--- src/isotp_pkg.sv ---
// shared types and constants for the iso-tp transmit segmenter
package isotp_pkg;

    // frame kind tracked between beats
    typedef enum logic [3:0] {
        K_IDLE   = 4'b0001,
        K_SINGLE = 4'b0010,
        K_FIRST  = 4'b0100,
        K_CONSEC = 4'b1000
    } t_kind;

    // configuration register indexes
    localparam int CFG_IDX_W = 1;
    localparam logic [CFG_IDX_W-1:0] CFG_FRAME_ID = 1'b0;
    localparam logic [CFG_IDX_W-1:0] CFG_PAD      = 1'b1;
    localparam int CFG_DATA_W = 11;

    // frame geometry
    localparam int FRAME_BYTES = 8;
    localparam int BUF_DEPTH   = FRAME_BYTES - 1;
    localparam int FF_DATA     = FRAME_BYTES - 2;
    localparam int FILL_W      = 3;
    localparam int LEN_W       = 12;
    localparam int SEQ_W       = 4;
    localparam int ID_W        = 11;

    // protocol control nibbles
    localparam logic [3:0] PCI_SF = 4'h0;
    localparam logic [3:0] PCI_FF = 4'h1;
    localparam logic [3:0] PCI_CF = 4'h2;

    // reset values
    localparam logic [ID_W-1:0]  FRAME_ID_RST = 11'h703;
    localparam logic [7:0]       PAD_RST      = 8'h00;
    localparam logic [SEQ_W-1:0] SEQ_RST      = 4'h1;

    // stream widths
    localparam int S_TDATA_W = 24;
    localparam int M_TDATA_W = 80;

endpackage

--- src/isotp_tx_segmenter_unit.sv ---
// iso-tp transmit segmenter: packs message bytes into 8-byte can frames
// an accepted input beat is held in the input register and a frame it completes in the frame
// register; throughput: one input beat per cycle except when a completed frame is stalled;
// the two registers let a new beat enter while a finished frame waits downstream
// reset (i_rst_n low, synchronous) empties both registers, returns to idle with
// sequence number 1 and loads frame_id 0x703 and pad_value 0; the frame buffer is not cleared
module isotp_tx_segmenter_unit (
    input  logic                                     i_clk,
    input  logic                                     i_rst_n,
    // configuration write channel
    input  logic                                     i_cfg_valid,
    output logic                                     o_cfg_ready,
    input  logic [isotp_pkg::CFG_IDX_W-1:0]          i_cfg_index,
    input  logic [isotp_pkg::CFG_DATA_W-1:0]         i_cfg_data,
    // byte stream in
    input  logic                                     s_axis_tvalid,
    output logic                                     s_axis_tready,
    input  logic [isotp_pkg::S_TDATA_W-1:0]          s_axis_tdata,  // data_byte, message_length
    input  logic                                     s_axis_tuser,  // start_of_message
    // frame stream out
    output logic                                     m_axis_tvalid,
    input  logic                                     m_axis_tready,
    output logic [isotp_pkg::M_TDATA_W-1:0]          m_axis_tdata,  // byte0..byte7, can_id
    output logic                                     m_axis_tlast   // last_frame
);

    localparam int NB   = isotp_pkg::BUF_DEPTH;
    localparam int FW   = isotp_pkg::FILL_W;
    localparam int LW   = isotp_pkg::LEN_W;
    localparam int SW   = isotp_pkg::SEQ_W;
    localparam int IW   = isotp_pkg::ID_W;
    localparam int PADW = isotp_pkg::M_TDATA_W - 8 * isotp_pkg::FRAME_BYTES - IW;

    // configuration registers
    logic [IW-1:0] r_frame_id;
    logic [7:0]    r_pad;

    // input register
    logic          r_in_valid;
    logic [7:0]    r_in_data;
    logic [LW-1:0] r_in_len;
    logic          r_in_start;

    // message state
    logic [7:0]        r_buf [NB];
    logic [FW-1:0]     r_fill;
    logic [LW-1:0]     r_remain;
    logic [SW-1:0]     r_seq;
    isotp_pkg::t_kind  r_kind;
    logic [LW-1:0]     r_len;

    // frame register
    logic          r_out_valid;
    logic [7:0]    r_out_bytes [isotp_pkg::FRAME_BYTES];
    logic [IW-1:0] r_out_id;
    logic          r_out_last;

    // combinational view of the current beat
    isotp_pkg::t_kind  c_kind0;
    logic [FW-1:0]     c_fill0;
    logic [FW-1:0]     n_fill;
    logic [LW-1:0]     c_rem0;
    logic [LW-1:0]     n_remain;
    logic [SW-1:0]     c_seq0;
    logic [LW-1:0]     c_len0;
    logic              c_zero;
    logic              c_active;
    logic              c_last;
    logic              c_done;
    logic              c_emit;
    logic              c_proc;
    logic              c_out_free;
    logic [7:0]        c_view [NB];
    logic [7:0]        n_bytes [isotp_pkg::FRAME_BYTES];
    logic              n_last;

    // configuration writes are always taken
    assign o_cfg_ready = 1'b1;

    always_ff @(posedge i_clk) begin
        if (!i_rst_n) begin
            r_frame_id <= isotp_pkg::FRAME_ID_RST;
            r_pad      <= isotp_pkg::PAD_RST;
        end else if (i_cfg_valid) begin
            case (i_cfg_index)
                isotp_pkg::CFG_FRAME_ID: r_frame_id <= i_cfg_data[IW-1:0];
                isotp_pkg::CFG_PAD:      r_pad      <= i_cfg_data[7:0];
                default: ;
            endcase
        end
    end

    // handshake between the input register and the frame register
    assign c_out_free    = !r_out_valid || m_axis_tready;
    assign c_proc        = r_in_valid && (!c_emit || c_out_free);
    assign s_axis_tready = !r_in_valid || c_proc;

    always_ff @(posedge i_clk) begin
        if (!i_rst_n) begin
            r_in_valid <= 1'b0;
        end else if (s_axis_tvalid && s_axis_tready) begin
            r_in_valid <= 1'b1;
        end else if (c_proc) begin
            r_in_valid <= 1'b0;
        end
    end

    always_ff @(posedge i_clk) begin
        if (s_axis_tvalid && s_axis_tready) begin
            r_in_data  <= s_axis_tdata[7:0];
            r_in_len   <= s_axis_tdata[8 +: LW];
            r_in_start <= s_axis_tuser;
        end
    end

    // effective state once a start beat has restarted the message
    always_comb begin
        c_zero   = r_in_start && (r_in_len == '0);
        c_fill0  = r_in_start ? '0 : r_fill;
        c_rem0   = r_in_start ? r_in_len : r_remain;
        c_seq0   = r_in_start ? isotp_pkg::SEQ_RST : r_seq;
        c_len0   = r_in_start ? r_in_len : r_len;
        if (!r_in_start) begin
            c_kind0 = r_kind;
        end else if (r_in_len == '0) begin
            c_kind0 = isotp_pkg::K_IDLE;
        end else if (r_in_len <= LW'(NB)) begin
            c_kind0 = isotp_pkg::K_SINGLE;
        end else begin
            c_kind0 = isotp_pkg::K_FIRST;
        end
        c_active = (c_kind0 != isotp_pkg::K_IDLE);
        n_fill   = (c_fill0 < FW'(NB)) ? c_fill0 + FW'(1) : c_fill0;
        n_remain = (c_rem0 != '0) ? c_rem0 - LW'(1) : c_rem0;
        c_last   = (n_remain == '0);
        case (c_kind0)
            isotp_pkg::K_SINGLE: c_done = c_last;
            isotp_pkg::K_FIRST:  c_done = (n_fill == FW'(isotp_pkg::FF_DATA));
            isotp_pkg::K_CONSEC: c_done = (n_fill == FW'(NB)) || c_last;
            default:             c_done = 1'b0;
        endcase
        c_emit = c_zero || (c_active && c_done);
    end

    // buffer slots with the incoming byte merged in, pad beyond the fill
    always_comb begin
        for (int k = 0; k < NB; k++) begin
            if (!c_zero && (FW'(k) < n_fill)) begin
                c_view[k] = (FW'(k) == c_fill0) ? r_in_data : r_buf[k];
            end else begin
                c_view[k] = r_pad;
            end
        end
    end

    // frame assembly
    always_comb begin
        n_bytes[0] = {isotp_pkg::PCI_SF, 4'h0};
        for (int k = 1; k < isotp_pkg::FRAME_BYTES; k++) begin
            n_bytes[k] = c_view[k-1];
        end
        n_last = 1'b1;
        if (!c_zero) begin
            case (c_kind0)
                isotp_pkg::K_SINGLE: begin
                    n_bytes[0] = {isotp_pkg::PCI_SF, c_len0[3:0]};
                end
                isotp_pkg::K_FIRST: begin
                    n_bytes[0] = {isotp_pkg::PCI_FF, c_len0[11:8]};
                    n_bytes[1] = c_len0[7:0];
                    for (int k = 2; k < isotp_pkg::FRAME_BYTES; k++) begin
                        n_bytes[k] = c_view[k-2];
                    end
                    n_last = c_last;
                end
                isotp_pkg::K_CONSEC: begin
                    n_bytes[0] = {isotp_pkg::PCI_CF, c_seq0};
                    n_last     = c_last;
                end
                default: ;
            endcase
        end
    end

    // buffer slot write, no reset
    always_ff @(posedge i_clk) begin
        if (c_proc && !c_zero && c_active && (c_fill0 < FW'(NB))) begin
            r_buf[c_fill0] <= r_in_data;
        end
    end

    // message state update
    always_ff @(posedge i_clk) begin
        if (!i_rst_n) begin
            r_fill   <= '0;
            r_remain <= '0;
            r_seq    <= isotp_pkg::SEQ_RST;
            r_kind   <= isotp_pkg::K_IDLE;
            r_len    <= '0;
        end else if (c_proc) begin
            if (c_zero) begin
                r_fill   <= '0;
                r_remain <= '0;
                r_seq    <= isotp_pkg::SEQ_RST;
                r_kind   <= isotp_pkg::K_IDLE;
                r_len    <= '0;
            end else if (c_active) begin
                r_remain <= n_remain;
                r_len    <= c_len0;
                if (c_emit) begin
                    r_fill <= '0;
                    r_kind <= c_last ? isotp_pkg::K_IDLE : isotp_pkg::K_CONSEC;
                    r_seq  <= (c_kind0 == isotp_pkg::K_CONSEC) ? c_seq0 + SW'(1) : c_seq0;
                end else begin
                    r_fill <= n_fill;
                    r_kind <= c_kind0;
                    r_seq  <= c_seq0;
                end
            end
        end
    end

    // frame register
    always_ff @(posedge i_clk) begin
        if (!i_rst_n) begin
            r_out_valid <= 1'b0;
        end else if (c_proc && c_emit) begin
            r_out_valid <= 1'b1;
        end else if (m_axis_tready) begin
            r_out_valid <= 1'b0;
        end
    end

    always_ff @(posedge i_clk) begin
        if (c_proc && c_emit) begin
            r_out_bytes <= n_bytes;
            r_out_id    <= r_frame_id;
            r_out_last  <= n_last;
        end
    end

    assign m_axis_tvalid = r_out_valid;
    assign m_axis_tlast  = r_out_last;
    assign m_axis_tdata  = {{PADW{1'b0}}, r_out_id,
                            r_out_bytes[7], r_out_bytes[6], r_out_bytes[5], r_out_bytes[4],
                            r_out_bytes[3], r_out_bytes[2], r_out_bytes[1], r_out_bytes[0]};

`ifndef SYNTHESIS
    // a single frame always closes its message
    a_sf_last: assert property (@(posedge i_clk) disable iff (!i_rst_n)
        (m_axis_tvalid && (m_axis_tdata[7:4] == isotp_pkg::PCI_SF)) |-> m_axis_tlast)
        else $error("single frame without last flag");

    // a first frame never closes its message
    a_ff_not_last: assert property (@(posedge i_clk) disable iff (!i_rst_n)
        (m_axis_tvalid && (m_axis_tdata[7:4] == isotp_pkg::PCI_FF)) |-> !m_axis_tlast)
        else $error("first frame marked last");

    // no partial frame is held while idle
    a_idle_empty: assert property (@(posedge i_clk) disable iff (!i_rst_n)
        (r_kind == isotp_pkg::K_IDLE) |-> (r_fill == '0))
        else $error("fill count nonzero while idle");

    // a first frame is sent before six bytes pile up
    a_ff_fill: assert property (@(posedge i_clk) disable iff (!i_rst_n)
        (r_kind == isotp_pkg::K_FIRST) |-> (r_fill < FW'(isotp_pkg::FF_DATA)))
        else $error("first frame overfilled");

    // a frame is only loaded when the frame register can take it
    a_no_overwrite: assert property (@(posedge i_clk) disable iff (!i_rst_n)
        (r_out_valid && !m_axis_tready) |=> ($stable(m_axis_tdata) && m_axis_tvalid))
        else $error("frame overwritten while stalled");
`endif

endmodule
--- config.mk ---
export PLATFORM = sky130hd
export DESIGN_NAME = isotp_tx_segmenter_unit
export DESIGN_NICKNAME = d
export VERILOG_FILES = /design/src/isotp_pkg.sv /design/src/isotp_tx_segmenter_unit.sv
export SDC_FILE = /design/constraint.sdc
export NUM_CORES = 1
export LEC_CHECK = 0
export BUFFER_PORTS_ARGS = -buffer_cell sky130_fd_sc_hd__buf_2
export CAP_MARGIN = 20
export CORE_MARGIN = 2
export CORE_UTILIZATION = 56
export CTS_CLUSTER_SIZE = 12
export DETAILED_ROUTE_END_ITERATION = 7
export PLACE_DENSITY = 0.77
export RECOVER_POWER = 25
export SLEW_MARGIN = 25
export SYNTH_ARGS = -nofsm -noshare
export SYNTH_HDL_FRONTEND = slang
export SYNTH_SLANG_ARGS = --single-unit
--- constraint.sdc ---
create_clock -name i_clk -period 22.8 [get_ports i_clk]
set_input_delay 2.28 -clock i_clk [delete_from_list [all_inputs] [get_ports i_clk]]
set_output_delay 2.28 -clock i_clk [all_outputs]
set_load 0.02 [all_outputs]
==> metrics.md <==
| Metric | Value |
|---|---|
| Die X | `137.7 um` |
| Main synth FF type | `edfxtp_1` |
| Worst EP arrival | `6.97 ns` |
| Avg WL per Cell | `19.70 um` |
| Reg2Reg Launch Point | `r_in_start` |
| Commonest cells in the netlist | `edfxtp_1, nand2_1, a21oi_1` |
| Yosys top cell area share | `0.4529` |
| Max-cap viol count | `1` |
| Post-CTS setup buffers | `0` |
| IO Pins | `126` |
| PortBufs | `113` |
| P_leak | `0.004221 uW` |
| Final WL | `24880 um` |
| Violated checks | `capacitance limit, slew limit` |
| Fraction of layout cells with a size suffix above 1 | `0.1830` |
| CP max stage cell | `clkbuf_1` |
| Initial DRT Pass Iterations | `5` |
| RSZ-0062 raised after global routing | `false` |
| Highest attainable clock frequency | `108.1 MHz` |
| Sink Count | `207` |
| Reg-to-reg setup timing slack | `15.56 ns` |
| Rel. slew slack | `-0.7930` |
| Clk_lat worst skew | `0.52 ns` |
| CP delay by family, top | `buffers and inverters` |
| Slew Viols, Final | `61` |
| Root Buffer Master | `clkbuf_16` |
| Reg2Reg Depth | `12` |
| Via count | `7705` |
| Synthesized area per cell | `10.75 um2` |
| Fraction of registers with async set/reset | `0` |
| Pre-CTS setup slack | `16.18 ns` |
| Crit path time final | `9.250 ns` |
| CP bufs+invs | `3` |
| Worst path max stage delay | `1.90 ns` |
| Synthesis-to-finish area growth | `14.18%` |
| Status | `finished with violations` |
| Reg2reg end | `m_axis_tdata[48]` |
| WHS Endpoint | `r_out_id[5]` |
| CP endpoint kind | `output pin` |
| Initial core utilization | `0.5749` |
| Share of the yosys chip area belonging to registers | `0.5649` |
| Worst min path class | `register to register` |
| Core area | `17420 um2` |
| Final Setup Violations | `0` |
| Inserted Diodes | `0` |
| Number of gates resized after CTS | `0` |
| Via density | `6.101` |
| Max Fanout on Critical Path | `60` |
| Count of cell types in the netlist | `72` |
| Die Y | `137.7 um` |
| Final Hold Viols | `0` |
| FF+latch count, synth | `207` |
| CTS tree | `yes` |
| DR iter-0 viols | `831` |
| Cell taking the most area after synthesis | `edfxtp_1` |
| Worst slew pin tran | `2.690 ns` |
| ANT nets after route | `0` |
| Maximum vdd drop | `0.00007678 V` |
| Setup CP Type | `register to output pin` |
| Final WS setup | `13.55 ns` |
| Ranking of synthesized cells by area | `edfxtp_1, dfxtp_1, mux2i_1, a21oi_1, nand2_1` |
| Total CTS buffers | `23` |
| Yosys warns | `0` |
| Gpl congestion | `0.9103` |
| DP HPWL | `16410 um` |
| GR Overflow Total | `0` |
| Post-Synthesis Cells | `931` |
| # nets final | `1071` |
| DRC errors left | `0` |
| Vias in the first global route | `7114` |
| Setup TNS | `0 ns` |
| Synth Area in Compound Gates | `0.1222` |
| Worst Setup Start Kind | `register` |
| Largest net degree at the start of global routing | `75` |
| Min-Delay Startpoint | `r_frame_id[5]` |
| Post-Synth Simple-Gate Area | `0.1591` |
| Worst-path clk slew | `0.06 ns` |
| Die area | `18960 um2` |
| First-pass GRT wire length | `38340 um` |
| Clock Skews | `0.01335 ns` |
| FP Rows | `48` |
| Mapped cell area | `10010 um2` |
| Critical Path RT | `20.52 ns` |
| Combinational family with the most area after synthesis | `simple AND/OR/NAND/NOR gates` |
| Htree depth | `1` |
| Multiplexer area fraction after synthesis | `0.09660` |
| Most frequent cell after synthesis | `edfxtp_1` |
| Crit-path cells | `clkbuf_1, inv_1, a21oi_1, ha_1, nor2b_1, a32oi_1, nor4_4, o221ai_2, nor3_2, a21oi_1, nand2_1, nand3_1, buf_2` |
| Hold buffers post-CTS | `0` |
| Worst hold stages | `0` |
| Synth Area in Adders | `0.009998` |
| Most used cell, CP | `a21oi_1` |
| Max Root-Sink Buffers | `3` |
| XOR/XNOR Fraction of Synth Area | `0.005249` |
| Final period util | `0.4057` |
| Initial antenna violation count | `0` |
| Number of synthesized flops with an enable pin | `151` |
| Final Power | `870.7 uW` |
| Post-Place Cells | `1221` |
| Layout Cells excl Fill | `1263` |
| Pwr dens | `76.17 nW/um2` |
| Total global routing track utilization | `0.2627` |
==> placed cells by master, fill, tap and decap left out, types with 9 or more instances in the layout <==
cell and count:
nor4_1 13, edfxtp_1 151, mux2i_1 91, inv_1 18, clkbuf_16 23, dfxtp_1 56, nand3_1 71, and2_1 9
nand2b_1 18, o21ai_0 37, buf_2 111, a21oi_1 103, nor2b_1 9, o211ai_1 12, nor3_1 11, nand2_1 108
buf_4 16, nor2_1 45
==> worst max path at each step <==
stage / startpoint / endpoint / slack [ns] / depth (start not counted)
after global placement: r_in_start / s_axis_tready / 16.21 / 13
after global routing: r_in_start / s_axis_tready / 12.94 / 13
after CTS: r_in_start / s_axis_tready / 15.65 / 13
after floorplan: r_in_start / m_axis_tdata[0] / 14.38 / 13
final: r_in_start / s_axis_tready / 13.55 / 13
after detailed placement: r_in_start / s_axis_tready / 16.18 / 13
==> layer usage <==
metal,up-vias,global-route usage,wire length [um]
met4,0,0.08787,736
met2,433,0.4057,11410
met3,54,0.05556,2722
li1,3594,-,-
met1,3624,0.3710,10020
met5,-,0,0
==> through the flow <==
stage                     hold slack (ns)    util  cell area, um2
after floorplan                    0.4081       -           10030
after global placement             0.4130  0.6142           10700
after detailed placement           0.4146  0.6147           10710
after CTS                          0.4292  0.6569           11440
after global routing               0.4492  0.6564           11430
final                              0.4265  0.6564           11430
==> registers in the layout (all words and copies together) (netlist names) <==
register       count
m_axis_tdata      62
m_axis_tlast       1
m_axis_tvalid      1
r_buf             56
r_fill             3
r_frame_id        11
r_in_data          8
r_in_len          12
r_in_start         1
r_in_valid         1
r_kind             4
r_len             12
r_out_id          11
r_pad              8
r_remain          12
r_seq              4
==> worst reg2reg max path: stages, from the launching register on <==
cell	delay (ns)
edfxtp_1	0.31
clkbuf_1	1.90
inv_1	1.01
a21oi_1	0.44
ha_1	0.29
nor2b_1	0.15
a32oi_1	0.17
nor4_4	0.90
o221ai_2	0.33
nor3_2	0.23
a21boi_2	0.17
nor3_2	0.15
buf_4	0.71
==> cell families (layout without fill, tap and decap cells) <==
kind of cell,Yosys count,count (layout)
flops,207,207
mux,96,96
simple gates,320,320
compound gates,201,201
fa+ha+maj,8,8
other cells,2,8
xor+xnor,6,6
buf+inv,91,192
==> where the power goes <==
part           switching (uW)  internal [uW]  total, uW  leakage (uW)
clock                     147            211        358      0.000364
sequential               16.4            415        431       0.00183
combinational            50.0           31.6       81.7       0.00203
==> area by class of cell <==
type	count	area, um2
Timing Repair Buffer	130	686.9
Tap cell	225	281.5
Clock inverter	10	85.08
Sequential cell	207	5655
Multi-Input combinational cell	639	3999
Fill cell	1339	5984
Inverter	20	75.07
Clock buffer	32	649.4
Power figures use the tool's default switching activity.
